`src/hw/rtl/wfp_pkg.sv`:
```
package wfp_pkg;

   localparam int LEN_BITS = 64;

   localparam logic [3:0] OP_TEXT   = 4'd1;
   localparam logic [3:0] OP_BINARY = 4'd2;

   localparam logic [6:0] LEN_CODE_MAX7 = 7'd125;
   localparam logic [6:0] LEN_CODE_16   = 7'd126;

   localparam logic [3:0] EXT16_BYTES = 4'd2;
   localparam logic [3:0] EXT64_BYTES = 4'd8;
   localparam logic [3:0] MASK_BYTES  = 4'd4;

   typedef struct packed {
      logic [7:0] data_byte;
      logic       byte_valid;
      logic [3:0] frame_opcode;
      logic [3:0] message_opcode;
      logic       fin_flag;
      logic       frame_end;
   } rsp_item_type;

   typedef struct packed {
      logic out_valid;
      logic full;
   } buf_status_type;

endpackage

```
`src/hw/rtl/wfp_parse.sv`:
```
module wfp_parse (
   input  logic                 clock,
   input  logic                 reset,
   input  logic                 step,
   input  logic [7:0]           in_byte,
   output logic                 res_valid,
   output wfp_pkg::rsp_item_type res_item
);

   typedef enum logic [2:0] {
      PH_HDR0 = 3'd0,
      PH_HDR1 = 3'd1,
      PH_EXT  = 3'd2,
      PH_MASK = 3'd3,
      PH_PAY  = 3'd4
   } phase_type;

   phase_type                    phase_ff, phase_in;
   logic [15:0]                  header_ff, header_in;
   logic [3:0]                   count_ff, count_in;
   logic [wfp_pkg::LEN_BITS-1:0] len_ff, len_in, len_dec;
   logic [31:0]                  key_ff, key_in;
   logic [1:0]                   idx_ff, idx_in;
   logic [3:0]                   msg_op_ff, msg_op_in;
   logic                         do_after;
   logic                         do_start;
   logic [3:0]                   need;
   logic [7:0]                   key_byte;
   logic [3:0]                   op;

   assign len_dec = len_ff - wfp_pkg::LEN_BITS'(1);

   always_comb begin
      phase_in  = phase_ff;
      header_in = header_ff;
      count_in  = count_ff;
      len_in    = len_ff;
      key_in    = key_ff;
      idx_in    = idx_ff;
      msg_op_in = msg_op_ff;
      do_after  = 1'b0;
      do_start  = 1'b0;
      need      = wfp_pkg::EXT64_BYTES;
      key_byte  = 8'h00;
      op        = 4'h0;
      res_valid = 1'b0;
      res_item  = '0;

      case (phase_ff)
         PH_HDR1: begin
            header_in = {header_ff[15:8], in_byte};
            if (in_byte[6:0] > wfp_pkg::LEN_CODE_MAX7) begin
               phase_in = PH_EXT;
               count_in = 4'd0;
               len_in   = '0;
            end else begin
               len_in   = wfp_pkg::LEN_BITS'(in_byte[6:0]);
               do_after = 1'b1;
            end
         end
         PH_EXT: begin
            len_in   = {len_ff[wfp_pkg::LEN_BITS-9:0], in_byte};
            count_in = count_ff + 4'd1;
            need     = (header_ff[6:0] == wfp_pkg::LEN_CODE_16) ?
                       wfp_pkg::EXT16_BYTES : wfp_pkg::EXT64_BYTES;
            do_after = (count_in >= need);
         end
         PH_MASK: begin
            key_in   = {key_ff[23:0], in_byte};
            count_in = count_ff + 4'd1;
            do_start = (count_in >= wfp_pkg::MASK_BYTES);
         end
         PH_PAY: begin
            // key bytes go out most significant first
            if (header_ff[7]) begin
               key_byte = key_ff[{~idx_ff, 3'b000} +: 8];
            end
            idx_in    = idx_ff + 2'd1;
            len_in    = len_dec;
            res_valid = 1'b1;
            res_item.data_byte  = in_byte ^ key_byte;
            res_item.byte_valid = 1'b1;
            res_item.frame_end  = (len_dec == '0);
            if (len_dec == '0) begin
               phase_in = PH_HDR0;
            end
         end
         default: begin
            header_in = {in_byte, 8'h00};
            phase_in  = PH_HDR1;
         end
      endcase

      if (do_after) begin
         if (header_in[7]) begin
            phase_in = PH_MASK;
            count_in = 4'd0;
            key_in   = '0;
         end else begin
            do_start = 1'b1;
         end
      end

      if (do_start) begin
         op     = header_in[11:8];
         idx_in = 2'd0;
         if (op == wfp_pkg::OP_TEXT || op == wfp_pkg::OP_BINARY) begin
            msg_op_in = op;
         end
         if (len_in == '0) begin
            // empty frame: one marker with no byte
            phase_in           = PH_HDR0;
            res_valid          = 1'b1;
            res_item.frame_end = 1'b1;
         end else begin
            phase_in = PH_PAY;
         end
      end

      res_item.frame_opcode   = header_in[11:8];
      res_item.message_opcode = msg_op_in;
      res_item.fin_flag       = header_in[15];
      res_valid               = res_valid & step;
   end

   always_ff @(posedge clock) begin
      if (reset) begin
         phase_ff  <= PH_HDR0;
         header_ff <= '0;
         count_ff  <= '0;
         len_ff    <= '0;
         key_ff    <= '0;
         idx_ff    <= '0;
         msg_op_ff <= '0;
      end else if (step) begin
         phase_ff  <= phase_in;
         header_ff <= header_in;
         count_ff  <= count_in;
         len_ff    <= len_in;
         key_ff    <= key_in;
         idx_ff    <= idx_in;
         msg_op_ff <= msg_op_in;
      end
   end

endmodule

```
`src/hw/rtl/wfp_out_buf.sv`:
```
module wfp_out_buf (
   input  logic                    clock,
   input  logic                    reset,
   input  logic                    push,
   input  wfp_pkg::rsp_item_type   push_item,
   input  logic                    pop,
   output wfp_pkg::rsp_item_type   out_item,
   output wfp_pkg::buf_status_type status
);

   logic                  out_valid_ff, out_valid_in;
   logic                  skid_valid_ff, skid_valid_in;
   wfp_pkg::rsp_item_type out_ff, out_in;
   wfp_pkg::rsp_item_type skid_ff, skid_in;
   logic                  drain;

   assign drain = pop & out_valid_ff;

   always_comb begin
      out_valid_in  = out_valid_ff;
      skid_valid_in = skid_valid_ff;
      out_in        = out_ff;
      skid_in       = skid_ff;
      if (!out_valid_ff) begin
         if (push) begin
            out_in       = push_item;
            out_valid_in = 1'b1;
         end
      end else if (drain) begin
         if (skid_valid_ff) begin
            out_in = skid_ff;
            if (push) begin
               skid_in = push_item;
            end else begin
               skid_valid_in = 1'b0;
            end
         end else if (push) begin
            out_in = push_item;
         end else begin
            out_valid_in = 1'b0;
         end
      end else if (push) begin
         // upstream only pushes here while the skid slot is free
         skid_in       = push_item;
         skid_valid_in = 1'b1;
      end
   end

   always_ff @(posedge clock) begin
      if (reset) begin
         out_valid_ff  <= 1'b0;
         skid_valid_ff <= 1'b0;
      end else begin
         out_valid_ff  <= out_valid_in;
         skid_valid_ff <= skid_valid_in;
      end
      out_ff  <= out_in;
      skid_ff <= skid_in;
   end

   assign out_item         = out_ff;
   assign status.out_valid = out_valid_ff;
   assign status.full      = skid_valid_ff;

endmodule

```
`src/hw/rtl/websocket_frame_parser.sv`:
```
// A byte accepted on req_ is held in the input register, then parsed into the output
// buffer, whose first entry drives rsp_. One byte per cycle while the buffer is not
// full; the per-byte state update is a single step.
// A two-entry output buffer lets input continue while one result waits.
// Reset (synchronous, active high) returns the parser to the first header byte
// and empties the input register and the output buffer.
module websocket_frame_parser (
   input  logic        clock,
   input  logic        reset,
   input  logic        req_tvalid,
   output logic        req_tready,
   input  logic [7:0]  req_tdata,   // [7:0] in_byte
   output logic        rsp_tvalid,
   input  logic        rsp_tready,
   output logic [23:0] rsp_tdata,   // [7:0] data_byte, [11:8] frame_opcode,
                                    // [15:12] message_opcode, [16] fin_flag
   output logic        rsp_tuser,   // byte_valid
   output logic        rsp_tlast    // frame_end
);

   logic                    in_valid_ff, in_valid_in;
   logic [7:0]              in_byte_ff;
   logic                    req_accept;
   logic                    advance;
   logic                    res_valid;
   wfp_pkg::rsp_item_type   res_item;
   wfp_pkg::rsp_item_type   out_item;
   wfp_pkg::buf_status_type buf_status;

   assign advance     = in_valid_ff & ~buf_status.full;
   assign req_tready  = ~in_valid_ff | advance;
   assign req_accept  = req_tvalid & req_tready;
   assign in_valid_in = req_accept | (in_valid_ff & ~advance);

   always_ff @(posedge clock) begin
      if (reset) begin
         in_valid_ff <= 1'b0;
      end else begin
         in_valid_ff <= in_valid_in;
      end
      if (req_accept) begin
         in_byte_ff <= req_tdata;
      end
   end

   wfp_parse u_parse (
      .clock     (clock),
      .reset     (reset),
      .step      (advance),
      .in_byte   (in_byte_ff),
      .res_valid (res_valid),
      .res_item  (res_item)
   );

   wfp_out_buf u_out_buf (
      .clock     (clock),
      .reset     (reset),
      .push      (res_valid),
      .push_item (res_item),
      .pop       (rsp_tready),
      .out_item  (out_item),
      .status    (buf_status)
   );

   assign rsp_tvalid = buf_status.out_valid;
   assign rsp_tdata  = {7'd0, out_item.fin_flag, out_item.message_opcode,
                        out_item.frame_opcode, out_item.data_byte};
   assign rsp_tuser  = out_item.byte_valid;
   assign rsp_tlast  = out_item.frame_end;

   // an empty-frame marker carries no byte and always closes the frame
   assert property (@(posedge clock) disable iff (reset)
      (rsp_tvalid && !rsp_tuser) |-> (rsp_tlast && rsp_tdata[7:0] == 8'h00))
      else $error("empty-frame result malformed");

   assert property (@(posedge clock) disable iff (reset)
      buf_status.full |-> buf_status.out_valid)
      else $error("skid entry held with empty output register");

   assert property (@(posedge clock)
      reset |=> (!rsp_tvalid && !in_valid_ff))
      else $error("pipeline not empty after reset");

endmodule
```
`config.mk`:
```
export PLATFORM = sky130hd
export DESIGN_NAME = websocket_frame_parser
export DESIGN_NICKNAME = d
export VERILOG_FILES = /design/src/hw/rtl/wfp_pkg.sv /design/src/hw/rtl/wfp_parse.sv /design/src/hw/rtl/wfp_out_buf.sv /design/src/hw/rtl/websocket_frame_parser.sv
export SDC_FILE = /design/constraint.sdc
export NUM_CORES = 1
export LEC_CHECK = 0
export BUFFER_PORTS_ARGS = -buffer_cell sky130_fd_sc_hd__buf_2
export CAP_MARGIN = 20
export CORE_UTILIZATION = 60
export DETAILED_ROUTE_END_ITERATION = 8
export GPL_TIMING_DRIVEN = 1
export PLACE_DENSITY = 0.77
export SETUP_SLACK_MARGIN = 0.4
export SLEW_MARGIN = 20
export SYNTH_ARGS = -nofsm -noshare
export SYNTH_HDL_FRONTEND = slang
export SYNTH_SLANG_ARGS = --single-unit
```
`constraint.sdc`:
```
create_clock -name clock -period 13.7 [get_ports clock]
set_input_delay 2.055 -clock clock [delete_from_list [all_inputs] [get_ports clock]]
set_output_delay 2.055 -clock clock [all_outputs]
set_load 0.005 [all_outputs]
```
==> metrics.md <==
| Metric | Value |
|---|---|
| Core Box Area | `around 20000 um^2` |
| Post-Syn Area | `approximately 12000 um^2` |
| # hold bufs at CTS | `0` |
| HPWL Detailed | `around 31000 um` |
| CP most frequent cell | `buf_4` |
| RSZ-0062 raised after global routing | `no` |
| #FFs+latches synth | `~170` |
| Hold path cells | `2` |
| Relative slew slack | `0.252` |
| Critical Path Fanout Max | `64` |
| Met3 Usage GRT | `0.165` |
| Synth unique cells | `89` |
| Worst Max-Slew Pin Slew | `1.11 ns` |
| Vias per cell | `approximately 7.3` |
| Bufs on Longest Clock Path | `2` |
| Register area share after synthesis | `0.317` |
| Min cycle time layout | `a little under 7 ns` |
| Async S/R FF share, synth | `0` |
| CTS root buffer | `clkbuf_16` |
| All-Layer GR Usage | `0.447` |
| Worst Setup End Kind | `flop` |
| Maximum vdd drop | `0.0000909 V` |
| CTS H-Tree Depth | `4` |
| Fin crit share | `0.502` |
| Post-Syn Instances | `1639` |
| Die area | `between 20000 and 25000 um^2` |
| I/O pin count | `40` |
| RR Startpoint | `u_parse.phase_ff[2]` |
| Yosys top cell area share | `0.204` |
| Fillers | `around 1700` |
| Placed cell count | `between 1500 and 2000` |
| Clock-pin slew on the worst setup and hold paths | `roughly 0.070 ns` |
| Max-slew violation count | `0` |
| Most instantiated library cell after synthesis | `nand2_1` |
| Final Instance Area | `12900 um^2` |
| DR iter-0 viols | `about 2000` |
| Gr ovfl total | `0` |
| GR Util met2 | `0.615` |
| Nets | `1569` |
| Clk_lat worst skew | `approximately 0.45 ns` |
| Total of warnings raised by yosys | `0` |
| Setup TNS | `0 ns` |
| Initial antenna violation count | `0` |
| Synth-to-Final Area Change | `5.27%` |
| EDFF count, synth | `46` |
| Main combinational cell family by area after synthesis | `simple AND/OR/NAND/NOR gates` |
| Post-route insts no fill | `1831` |
| Top FF cell, synth | `dfxtp_1` |
| FMAX | `145 MHz` |
| TritonCTS clock tree | `done` |
| Xor-xnor portion of the synthesized cell area | `0.0351` |
| Compound-Gate Fraction of Synth Area | `0.209` |
| Initial Util | `0.621` |
| Hold_sp | `u_parse.header_ff[1]` |
| Tightest Hold Check Type | `flop to flop` |
| Mux share of post-synthesis cell area | `0.0325` |
| Number of buffers created by CTS | `17` |
| FF-to-FF setup slack | `~6.8 ns` |
| Critical Path Source Type | `flop` |
| GRT busiest layer | `met2` |
| Total chip power | `approximately 1.5 mW` |
| Pre-antenna DRT Iters | `8` |
| Chip width | `between 100 and 150 um` |
| Status | `completed` |
| DR vias | `roughly 13000` |
| R2r endpoint | `u_out_buf.skid_ff[16]` |
| WL/cell | `around 25 um` |
| Setup Buffers After CTS | `0` |
| Final Setup Violations | `0` |
| Core Util, Final | `0.654` |
| Final WL | `between 40000 and 50000 um` |
| Lkg Pwr | `~4.6 nW` |
| Port buffer count | `32` |
| Clock skew | `0.0145 ns` |
| Area post-placement | `12300 um^2` |
| Area leader, netlist | `dfxtp_1` |
| Pwr/cell area | `roughly 120 nW/um^2` |
| Largest net degree at the start of global routing | `approximately 80` |
| TritonCTS Sinks | `171` |
| Worst-case reg-to-reg path depth | `13` |
| Post-cts resize count | `0` |
| CP Data Arrival Time | `roughly 7 ns` |
| Chip height | `145 um` |
| Remaining antenna violation count | `0` |
| Row Count | `51` |
| Critical path class | `flop to flop` |
| Final Hold Vio Count | `0` |
| Largest stage delay, worst path | `just under 0.9 ns` |
| Simple-gate share of the synthesized area | `0.330` |
| Req. time, crit path | `between 10 and 15 ns` |
| Synth top cells by count | `nand2_1, a21oi_1, nor2_1` |
| Adder-Cell Fraction of Synth Area | `0.0117` |
| Max Cap Violations | `0` |
| First-pass GRT wire length | `roughly 69000 um` |
| GR Util met1 | `0.603` |
| # DRC | `0` |
| Mapped Avg Cell Area | `between 7 and 8 um^2` |
| Share of cells above drive strength 1 | `0.0958` |
| Crit-path cells | `buf_4, or3b_2, clkinv_1, buf_4, nand3_1, nor3_1, a21oi_1, a2111oi_0, nand3b_1, nor4_1, nand4_1, nand2_1, a21boi_2` |
| Area contributors post-synth | `dfxtp_1, edfxtp_1, nand2_1, a21oi_1, nor2_1` |
| Critical-path top delay cell | `a21boi_2` |
| Hold Path Sink | `u_parse.header_ff[1]` |
| GP Congestion | `1.13` |
| Vias in the first global route | `approximately 12000` |
==> state kept, by name, summed over array words and instances, names as in the netlist, 2 cells and up <==
name / flops
u_parse.len_ff: 64
u_out_buf.skid_ff: 19
in_byte_ff: 8
u_out_buf.out_item: 19
u_parse.phase_ff: 3
u_parse.count_ff: 4
u_parse.key_ff: 32
u_parse.header_ff: 13
u_parse.idx_ff: 2
u_parse.msg_op_ff: 4
==> worst max path at each step <==
stage,start,slack [ns],to,cells past startpoint
6_report,u_parse.phase_ff[2],6.82,u_out_buf.skid_ff[16],13
5_1_grt,u_parse.phase_ff[2],6.77,u_out_buf.skid_ff[10],13
4_1_cts,u_parse.phase_ff[2],7.24,u_out_buf.skid_ff[16],13
3_5_place_dp,u_parse.phase_ff[2],7.29,u_out_buf.skid_ff[16],13
3_3_place_gp,u_parse.phase_ff[2],7.35,u_out_buf.skid_ff[12],13
2_1_floorplan,u_parse.len_ff[0],8.99,u_out_buf.skid_ff[0],14
==> layout make-up <==
type / count / area, um^2 / share of cell area
flip-flops and latches: 171 / 3890 / 0.302
clock buffers: 18 / 439 / 0.0341
clock inverters: 14 / 146 / 0.0114
repair buffers: 58 / 358 / 0.0278
well taps: 265 / 332 / 0.0257
diodes: 1 / 2.50 / 0.000194
inverters: 25 / 93.8 / 0.00728
multi-input cells: 1279 / 7630 / 0.592
==> worst max-delay path: cells and delay by family, from the launching register on <==
| kind | cells | cell delay [ns] |
|---|---|---|
| flip-flops | 1 | 0.32 |
| AND/OR/NAND/NOR | 7 | 3.18 |
| AO/OA/AOI/OAI | 3 | 1.45 |
| buffers and inverters | 3 | 1.48 |
==> metrics by stage <==
step | hold slack [ns] | worst slack [ns]
2_1_floorplan | 0.421 | 8.99
3_3_place_gp | 0.438 | 7.35
3_5_place_dp | 0.439 | 7.29
4_1_cts | 0.454 | 7.24
5_1_grt | 0.470 | 6.77
6_report | 0.456 | 6.82
==> report_power, final <==
group	switching [mW]	internal (mW)
clock network	0.247	0.249
logic	0.257	0.144
registers	0.0338	0.561
==> cells by family (layout without fill, tap and decap cells) <==
group / count (synthesis) / after routing
and+or+nand+nor: 783 / 783
xor gates and xnor gates: 49 / 49
DFF: 171 / 171
other: 1 / 8
adders and majority gates: 13 / 13
AOI/OAI and AO/OA: 398 / 398
muxes: 29 / 29
buffers and inverters: 195 / 115
==> cell usage in the layout, fill, tap and decap left out, types with 18 or more instances in the layout <==
cell and count:
nand2_1 261, a21oi_1 165, nor2_1 156, dfxtp_1 122, nor3_1 64, nand3_1 52
o21ai_0 49, nor4_1 46, edfxtp_1 46, nand4_1 44, buf_2 31, buf_4 27
xnor2_1 26, a211oi_1 24, xor2_1 23, or4_1 23, inv_1 22, or3_1 19
nand2b_1 18
==> metal layers <==
metal | share of wire | wire, um
met4 | 0.061 | 2830
met2 | 0.40 | 18600
met1 | 0.38 | 17700
met3 | 0.16 | 7360
met5 | 0 | 0
No activity file was read; power rests on OpenSTA's default activity.
